===== src/rtl/ir_pulse_distance_frame_transmitter_top_macros.svh =====
// Assertion helpers used by the transmitter sequencer.
// Each macro expects signals named clk and rst in the enclosing module.
`ifndef IR_PULSE_DISTANCE_FRAME_TRANSMITTER_TOP_MACROS_SVH
`define IR_PULSE_DISTANCE_FRAME_TRANSMITTER_TOP_MACROS_SVH

// A condition that must hold at every clock edge outside reset.
`define IRPD_CHECK(label, cond, msg) \
  label: assert property (@(posedge clk) disable iff (rst) (cond)) \
    else $error(msg);

// A consequence that must hold in the cycle after the antecedent.
`define IRPD_CHECK_NEXT(label, ante, cons, msg) \
  label: assert property (@(posedge clk) disable iff (rst) (ante) |=> (cons)) \
    else $error(msg);

`endif


===== src/rtl/irpd_pkg.sv =====
package irpd_pkg;

  // Configuration register indexes.
  typedef enum logic [2:0] {
    REG_POLARITY     = 3'd0,
    REG_CARRIER_HALF = 3'd1,
    REG_START_MARK   = 3'd2,
    REG_BIT_MARK     = 3'd3,
    REG_START_SPACE  = 3'd4,
    REG_ONE_SPACE    = 3'd5,
    REG_ZERO_SPACE   = 3'd6,
    REG_STOP_SPACE   = 3'd7
  } cfg_reg_t;

  localparam int CfgIndexWidth = 3;
  localparam int CfgDataWidth  = 16;

  // Register values after reset.
  localparam logic        PolarityReset    = 1'b1;
  localparam logic [7:0]  CarrierHalfReset = 8'd13;
  localparam logic [8:0]  StartMarkReset   = 9'd342;
  localparam logic [8:0]  BitMarkReset     = 9'd22;
  localparam logic [15:0] StartSpaceReset  = 16'd4500;
  localparam logic [15:0] OneSpaceReset    = 16'd1600;
  localparam logic [15:0] ZeroSpaceReset   = 16'd600;
  localparam logic [15:0] StopSpaceReset   = 16'd20000;

  // Symbol positions within the 70-symbol frame.
  localparam logic [6:0] SymStart     = 7'd0;
  localparam logic [6:0] SymLowLast   = 7'd32;
  localparam logic [6:0] SymLinkZeroA = 7'd33;
  localparam logic [6:0] SymLinkOne   = 7'd34;
  localparam logic [6:0] SymLinkZeroB = 7'd35;
  localparam logic [6:0] SymLinkStop  = 7'd36;
  localparam logic [6:0] SymHighLast  = 7'd68;
  localparam logic [6:0] SymbolTotal  = 7'd70;
  localparam logic [6:0] LowBitBase   = 7'd64;
  localparam logic [6:0] HighBitBase  = 7'd68;

  // Symbol kinds.
  typedef enum logic [1:0] {
    KIND_START = 2'd0,
    KIND_ONE   = 2'd1,
    KIND_ZERO  = 2'd2,
    KIND_STOP  = 2'd3
  } symbol_kind_t;

  typedef struct packed {
    logic        polarity;
    logic [7:0]  carrier_half;
    logic [8:0]  start_mark;
    logic [8:0]  bit_mark;
    logic [15:0] start_space;
    logic [15:0] one_space;
    logic [15:0] zero_space;
    logic [15:0] stop_space;
  } irpd_cfg_t;

  typedef struct packed {
    logic pin_level;
    logic busy;
    logic done;
    logic rejected;
  } irpd_result_t;

endpackage


===== src/rtl/irpd_sequencer.sv =====
`include "ir_pulse_distance_frame_transmitter_top_macros.svh"

module irpd_sequencer
  import irpd_pkg::*;
(
  input  logic         clk,
  input  logic         rst,
  input  irpd_cfg_t    cfg,
  input  logic         step,
  input  logic         req_type,
  input  logic [63:0]  frame_data,
  output irpd_result_t res
);

  // Frame state.
  logic [63:0] bit_shift, bit_shift_next;
  logic [6:0]  symbol_index, symbol_index_next;
  logic        in_space, in_space_next;
  logic [8:0]  period_count, period_count_next;
  logic [16:0] tick_count, tick_count_next;
  logic        carrier_on, carrier_on_next;
  logic        sending, sending_next;

  symbol_kind_t kind;
  logic [6:0]   low_pos;
  logic [6:0]   high_pos;
  logic [7:0]   half_len;
  logic [8:0]   mark_len;
  logic [15:0]  space_len;
  logic [16:0]  cur_len;
  logic [16:0]  tick_inc;
  logic         mark_last;
  logic         idle_level;
  logic         cur_level;

  // Classify the current symbol; data bits go MSB first.
  always_comb begin
    low_pos  = LowBitBase - symbol_index;
    high_pos = HighBitBase - symbol_index;
    if (symbol_index == SymStart) begin
      kind = KIND_START;
    end else if (symbol_index <= SymLowLast) begin
      kind = bit_shift[low_pos[5:0]] ? KIND_ONE : KIND_ZERO;
    end else if (symbol_index == SymLinkZeroA || symbol_index == SymLinkZeroB) begin
      kind = KIND_ZERO;
    end else if (symbol_index == SymLinkOne) begin
      kind = KIND_ONE;
    end else if (symbol_index == SymLinkStop || symbol_index > SymHighLast) begin
      kind = KIND_STOP;
    end else begin
      kind = bit_shift[high_pos[5:0]] ? KIND_ONE : KIND_ZERO;
    end
  end

  // Lengths for the current symbol; a zero carrier half or mark count counts as one.
  always_comb begin
    half_len = (cfg.carrier_half == 8'd0) ? 8'd1 : cfg.carrier_half;
    if (kind == KIND_START) begin
      mark_len = (cfg.start_mark == 9'd0) ? 9'd1 : cfg.start_mark;
    end else begin
      mark_len = (cfg.bit_mark == 9'd0) ? 9'd1 : cfg.bit_mark;
    end
    case (kind)
      KIND_START: space_len = cfg.start_space;
      KIND_ONE:   space_len = cfg.one_space;
      KIND_ZERO:  space_len = cfg.zero_space;
      default:    space_len = cfg.stop_space;
    endcase
    cur_len = {9'd0, half_len};
    if (!carrier_on && in_space) begin
      cur_len = {9'd0, half_len} + {1'b0, space_len};
    end
    tick_inc  = tick_count + 17'd1;
    mark_last = ({1'b0, period_count} + 10'd1) >= {1'b0, mark_len};
  end

  assign idle_level = ~cfg.polarity;
  assign cur_level  = (sending && carrier_on) ? cfg.polarity : idle_level;

  // Next state and the result of the offered item.
  always_comb begin
    bit_shift_next    = bit_shift;
    symbol_index_next = symbol_index;
    in_space_next     = in_space;
    period_count_next = period_count;
    tick_count_next   = tick_count;
    carrier_on_next   = carrier_on;
    sending_next      = sending;
    res.pin_level     = cur_level;
    res.busy          = 1'b0;
    res.done          = 1'b0;
    res.rejected      = 1'b0;

    if (req_type) begin
      res.busy = 1'b1;
      if (sending) begin
        res.rejected = 1'b1;
      end else begin
        bit_shift_next    = frame_data;
        symbol_index_next = SymStart;
        in_space_next     = 1'b0;
        period_count_next = 9'd0;
        tick_count_next   = 17'd0;
        carrier_on_next   = 1'b1;
        sending_next      = 1'b1;
        res.pin_level     = cfg.polarity;
      end
    end else if (sending) begin
      res.busy        = 1'b1;
      tick_count_next = tick_inc;
      if (tick_inc >= cur_len) begin
        tick_count_next = 17'd0;
        if (carrier_on) begin
          carrier_on_next = 1'b0;
          in_space_next   = mark_last;
        end else if (in_space) begin
          in_space_next     = 1'b0;
          period_count_next = 9'd0;
          if (symbol_index + 7'd1 >= SymbolTotal) begin
            symbol_index_next = SymStart;
            sending_next      = 1'b0;
            res.done          = 1'b1;
          end else begin
            symbol_index_next = symbol_index + 7'd1;
            carrier_on_next   = 1'b1;
          end
        end else begin
          period_count_next = period_count + 9'd1;
          carrier_on_next   = 1'b1;
        end
      end
    end
  end

  // State registers advance only on an accepted item.
  always_ff @(posedge clk) begin
    if (rst) begin
      bit_shift    <= '0;
      symbol_index <= '0;
      in_space     <= 1'b0;
      period_count <= '0;
      tick_count   <= '0;
      carrier_on   <= 1'b0;
      sending      <= 1'b0;
    end else if (step) begin
      bit_shift    <= bit_shift_next;
      symbol_index <= symbol_index_next;
      in_space     <= in_space_next;
      period_count <= period_count_next;
      tick_count   <= tick_count_next;
      carrier_on   <= carrier_on_next;
      sending      <= sending_next;
    end
  end

  // The extended space is always part of an off half.
  `IRPD_CHECK(a_space_off, !(in_space && carrier_on), "space while carrier on")
  // The symbol counter never runs past the frame.
  `IRPD_CHECK(a_symbol_range, symbol_index < SymbolTotal, "symbol index out of range")
  // A finished frame leaves the sequencer idle and rewound.
  `IRPD_CHECK_NEXT(a_done_idle, step && res.done,
                   !sending && !carrier_on && symbol_index == SymStart,
                   "sequencer not idle after frame end")

endmodule


===== src/rtl/ir_pulse_distance_frame_transmitter_top.sv =====
// Channel   Direction  Handshake           Payload
// in        input      in_valid/in_stall   req_type, frame_data
// out       output     out_valid/out_stall pin_level, busy_res, frame_done, start_rejected
// cfg       input      cfg_we              cfg_index, cfg_data
//
// One item is taken per clock while in_stall is low; its result appears in the output
// register on the next cycle, the single result register after the sequencer logic.
// Reset is synchronous: configuration registers take their defaults; the transmitter idles.
// in_stall is high only while the result register is full and out_stall holds it.
module ir_pulse_distance_frame_transmitter_top
  import irpd_pkg::*;
(
  input  logic                     clk,
  input  logic                     rst,
  input  logic                     in_valid,
  output logic                     in_stall,
  input  logic                     req_type,
  input  logic [63:0]              frame_data,
  output logic                     out_valid,
  input  logic                     out_stall,
  output logic                     pin_level,
  output logic                     busy_res,
  output logic                     frame_done,
  output logic                     start_rejected,
  input  logic                     cfg_we,
  input  logic [CfgIndexWidth-1:0] cfg_index,
  input  logic [CfgDataWidth-1:0]  cfg_data
);

  irpd_cfg_t    cfg;
  irpd_result_t res;
  logic         accept;

  // Configuration registers.
  always_ff @(posedge clk) begin
    if (rst) begin
      cfg.polarity     <= PolarityReset;
      cfg.carrier_half <= CarrierHalfReset;
      cfg.start_mark   <= StartMarkReset;
      cfg.bit_mark     <= BitMarkReset;
      cfg.start_space  <= StartSpaceReset;
      cfg.one_space    <= OneSpaceReset;
      cfg.zero_space   <= ZeroSpaceReset;
      cfg.stop_space   <= StopSpaceReset;
    end else if (cfg_we) begin
      unique case (cfg_reg_t'(cfg_index))
        REG_POLARITY:     cfg.polarity     <= cfg_data[0];
        REG_CARRIER_HALF: cfg.carrier_half <= cfg_data[7:0];
        REG_START_MARK:   cfg.start_mark   <= cfg_data[8:0];
        REG_BIT_MARK:     cfg.bit_mark     <= cfg_data[8:0];
        REG_START_SPACE:  cfg.start_space  <= cfg_data;
        REG_ONE_SPACE:    cfg.one_space    <= cfg_data;
        REG_ZERO_SPACE:   cfg.zero_space   <= cfg_data;
        REG_STOP_SPACE:   cfg.stop_space   <= cfg_data;
        default: ;
      endcase
    end
  end

  // An item is taken whenever the result register can move on.
  assign in_stall = out_valid && out_stall;
  assign accept   = in_valid && !in_stall;

  irpd_sequencer u_seq (
    .clk        (clk),
    .rst        (rst),
    .cfg        (cfg),
    .step       (accept),
    .req_type   (req_type),
    .frame_data (frame_data),
    .res        (res)
  );

  // Result register.
  always_ff @(posedge clk) begin
    if (rst) begin
      out_valid <= 1'b0;
    end else if (accept) begin
      out_valid <= 1'b1;
    end else if (!out_stall) begin
      out_valid <= 1'b0;
    end
  end

  always_ff @(posedge clk) begin
    if (accept) begin
      pin_level      <= res.pin_level;
      busy_res       <= res.busy;
      frame_done     <= res.done;
      start_rejected <= res.rejected;
    end
  end

endmodule


===== config.mk =====
export PLATFORM = sky130hd
export DESIGN_NAME = ir_pulse_distance_frame_transmitter_top
export DESIGN_NICKNAME = d
export VERILOG_FILES = /design/src/rtl/irpd_pkg.sv /design/src/rtl/irpd_sequencer.sv /design/src/rtl/ir_pulse_distance_frame_transmitter_top.sv
export VERILOG_INCLUDE_DIRS = /design/src /design/src/rtl
export SDC_FILE = /design/constraint.sdc
export NUM_CORES = 1
export LEC_CHECK = 0
export ABC_CLOCK_PERIOD_IN_PS = 18600
export BUFFER_PORTS_ARGS = -buffer_cell sky130_fd_sc_hd__clkbuf_2
export CAP_MARGIN = 20
export CORE_MARGIN = 2
export CORE_UTILIZATION = 65
export DETAILED_ROUTE_END_ITERATION = 6
export HOLD_SLACK_MARGIN = 0.02
export PLACE_DENSITY = 0.86
export SLEW_MARGIN = 30
export SYNTH_ARGS = -nofsm -noshare
export SYNTH_HDL_FRONTEND = slang
export SYNTH_SLANG_ARGS = --single-unit

===== constraint.sdc =====
create_clock -name clk -period 18.6 [get_ports clk]
set_input_delay 4.65 -clock clk [delete_from_list [all_inputs] [get_ports clk]]
set_output_delay 4.65 -clock clk [all_outputs]
set_load 0.005 [all_outputs]

* After elaboration in Yosys (flattened, before gate mapping)
Index checks and enable logic that the tools add are counted.
Word-level totals: memories 0, register bits 196, logic and storage cells 146, latch bits 0, memory bits (read-only) 0, output and inout bits 6, input bits 89, memory bits (writable) 0
Cells by class: equality and inequality tests 16, bitwise operators 4, mux-type cells 61, reduce and logical (&&, ||, !) cells 31, shift-type cells 0, multiply operators 0, order comparisons 7, divide/modulo/power cells 0, $add $sub $neg 7
Operators with widths (count):
- 17-bit two-way mux | 5
- 9-bit two-way mux | 9
- 7-bit two-way mux | 7
- 16-bit case mux with 3 select lines | 1
- 7-bit by 6-bit == test with 1-bit output, second input constant | 4
- 1-bit two-way mux | 28
- 9-bit zero test | 2
- 17-bit by 1-bit adder with 17-bit output, second input constant | 1
- 8-bit by 16-bit adder with 17-bit output | 1
- 17-bit >= comparator | 1
- 2-bit two-way mux | 8
- 2-bit AND reduction | 8
- 6-bit by 7-bit < comparator with 1-bit output, second input constant | 2
- 1-bit binary-select mux with 6-bit select | 2
- 3-bit == test, second input constant | 4
- 9-bit by 1-bit adder with 10-bit output, second input constant | 1
- 10-bit by 9-bit >= comparator with 1-bit output | 1
- 9-bit by 1-bit adder with 9-bit output, second input constant | 1
- 8-bit zero test | 1
- 8-bit two-way mux | 1
- 7-bit by 1-bit adder with 7-bit output, second input constant | 1
- 7-bit >= comparator, second input constant | 1
- 7-bit > comparator, second input constant | 1
- 7-bit by 6-bit <= comparator with 1-bit output, second input constant | 1
- 21 further kinds | 34

* Depth between registers and ports, before layout
word-level depth 17, gate-level depth with buffers 40, gate-level depth less buffers 35

* By module
Synthesis repeated with hierarchy kept, for this count alone.
Unflattened totals: cells, all modules 1308, area, all modules 11113.2 um2
By module, submodules not included:
- irpd_sequencer | cells each 960, sequential area each 2001.9 um2, instances 1, area each 7298.2 um2
- ir_pulse_distance_frame_transmitter_top | cells each 348, sequential area each 1961.9 um2, instances 1, area each 3814.9 um2

* Worst setup path after synthesis
Ideal clock, no wire load.
kind in2out, start point input port out_stall, end point output port in_stall, slack 9.137 ns, required time 13.950 ns, path buffers 0, stages 1, arrival time 4.813 ns, path through and2_1
Between the ends: longest elaborated chain between the ends 1
RTL lines:
- start: declaration | line ir_pulse_distance_frame_transmitter_top.sv:20 | input logic out_stall,
- 1-bit logical AND | line ir_pulse_distance_frame_transmitter_top.sv:61 | assign in_stall = out_valid && out_stall;
- end: declaration | line ir_pulse_distance_frame_transmitter_top.sv:16 | output logic in_stall,
No other way between the ends.

* Worst setup path after layout
Ends and elaborated chain as after synthesis.

==> results.json <==
{
  "status": "finished, final reports clean",
  "grtUsageTotal_pct": 30.1,
  "final.setup.tns_ns": 0,
  "dp_hpwl_um": 17300,
  "layout-drive-gt1-share_pct": 13.2,
  "synthesis.area_um2": 10700,
  "crit_fanout": 3,
  "drc": 0,
  "yosysTopAreaCell": "dfxtp_1",
  "root_buffer": "clkbuf_16",
  "cts_buffers": 17,
  "cts.sinks": 196,
  "p_leak_nw": 4.94,
  "seq_area_frac_synth_pct": 37.0,
  "core_um2": 16000,
  "ir_worst_vdd_mv": 0.0660,
  "synth_edf_count": 4,
  "yosysMostFrequentCell": "nand2_1",
  "critPathLaunchType": "input port",
  "drt_wl_total_um": 26600,
  "maxCapViolCount": 0,
  "synthDistinctLibCells": 71,
  "antenna_found_initial": 0,
  "clkSlewWorstSetupHoldPaths_ns": 0.08,
  "grt_pass1_vias": 9306,
  "layout.nets": 1518,
  "insertion_delay_ns": 0.44,
  "cts_tree": "built",
  "vias_per_cell": 6.15,
  "synth_top_area_share_pct": 35.9,
  "ys_top_cells_by_count": "nand2_1, dfxtp_1, a21oi_1",
  "drt_iter0_drc": 847,
  "cts.htree.levels": 4,
  "ant_nets": 0,
  "grtUsageMet2_pct": 50.1,
  "syn_avg_cell_area_um2": 7.92,
  "post_cts_buffers": 0,
  "synth-main-ff-cell": "dfxtp_1",
  "min_period_over_period_pct": 52.0,
  "rows": 46,
  "nFillCells": 1250,
  "vias": 9919,
  "overflow": 0,
  "grt_use_met3_pct": 5.73,
  "setup_viol": 0,
  "required_ns": 13.95,
  "grt.busiest_layer": "met2",
  "globalplace.congestion": 0.871,
  "path_class": "in -> out",
  "cts_resized": 0,
  "synth.area.top_cells": "dfxtp_1, nand2_1, a21oi_1",
  "maxSlewViolCount": 0,
  "synth_fp_nets": 1484,
  "worst_setup_path_end_kind": "output pin",
  "met1_usage_pct": 39.5,
  "yosys_warnings": 0,
  "async_flop_share_pct": 0,
  "ios": 95,
  "place_area_um2": 11200,
  "hold_violations": 0,
  "worst_pin_slew_ns": 0.935,
  "ys_ff_latch": 196,
  "hold_slack_ns": 0.454,
  "cts_buffer_depth": 2,
  "fmax_mhz": 103,
  "die_x_um": 132,
  "rsz0062_at_grt": "false",
  "cts_hold_buf": 0,
  "hold_path_class": "reg -> reg",
  "min_period_ns": 9.68,
  "dieArea_um2": 17500,
  "crit_arrival_ns": 5.03,
  "die_y_um": 132,
  "fin_worst_skew_ns": 0.0140,
  "wl_per_cell_um": 16.5,
  "first_pass_iters": 5,
  "final_area_um2": 11800,
  "slew_headroom_pct": 37.7,
  "grt_pass1_wl_um": 43900,
  "area_delta_synth_final_pct": 10.4,
  "grt_max_degree": 96,
  "diodes": 0,
  "io_buffers": 94,
  "start_util_pct": 66.9,
  "fin_util_pct": 73.9,
  "powerDensity_nw_per_um2": 75.9,
  "synthCells": 1351
}
placed cells by master (no fill, tap or decap), types with 18 or more instances in the layout:
cell type,n
clkbuf_2,93
nor2_1,57
nand3b_1,28
nand2_1,348
mux2i_1,47
clkbuf_16,18
inv_1,22
xor2_1,21
nand4_1,20
dfxtp_1,192
ha_1,43
nand3_1,20
o21ai_0,37
a21oi_1,167
and3_1,18
nor3_1,19
final timing paths:
path | endpoint | start | slack, ns | cells after the start
max reg2reg | u_seq.symbol_index[6] | u_seq.symbol_index[1] | 9.99 | 36
min reg2reg | u_seq.bit_shift[41] | u_seq.bit_shift[41] | 0.45 | 2
max | in_stall | out_stall | 8.92 | 3
min | u_seq.bit_shift[41] | u_seq.bit_shift[41] | 0.45 | 2
metrics by stage:
stage,power (W),setup WS (ns),std cells
2_1_floorplan,0.000496,9.14,1351
5_1_grt,0.000923,8.89,1613
6_report,0.000897,8.92,1613
3_3_place_gp,0.000519,8.95,1582
4_1_cts,0.000895,8.94,1613
3_5_place_dp,0.000522,8.94,1582
state kept, by name (all words and copies together) (netlist names):
register,flops
cfg,91
u_seq.bit_shift,64
u_seq.tick_count,17
u_seq.period_count,9
u_seq.symbol_index,7
busy_res,1
frame_done,1
out_valid,1
pin_level,1
start_rejected,1
u_seq.carrier_on,1
u_seq.in_space,1
u_seq.sending,1
per-layer routing:
metal / wire length (um) / share of wire (%)
met5: 0 / 0
met4: 523 / 2.0
met3: 1990 / 7.5
met2: 12600 / 48
met1: 11400 / 43
logic make-up (layout without fill, tap and decap cells):
group	after synthesis	after routing	share of synthesized area, %
AND/OR/NAND/NOR	580	580	24.4
AO/OA/AOI/OAI	307	307	17.4
flip-flops	196	196	37.0
buffers and inverters	116	162	4.25
multiplexers	71	71	8.61
adder cells (fa/ha/maj)	44	44	5.22
XOR/XNOR	37	37	3.03
where the power goes:
part	switching (W)	internal (W)
Sequential	0.00000727	0.000433
Combinational	0.0000452	0.0000290
Clock	0.000182	0.000200
critical path: stages:
cell and delay [ns]:
clkbuf_2 0.07, and2_1 0.17, clkbuf_2 0.13
cell type report:
type / instances / area, um2 / share of cell area (%)
multi-input cells: 1039 / 6310 / 53.4
inverters: 24 / 90.1 / 0.762
clock buffers: 18 / 450 / 3.81
clock inverters: 13 / 164 / 1.39
flip-flops and latches: 196 / 3960 / 33.5
well taps: 216 / 270 / 2.29
repair buffers: 107 / 571 / 4.83
No activity file was read; power rests on OpenSTA's default activity.
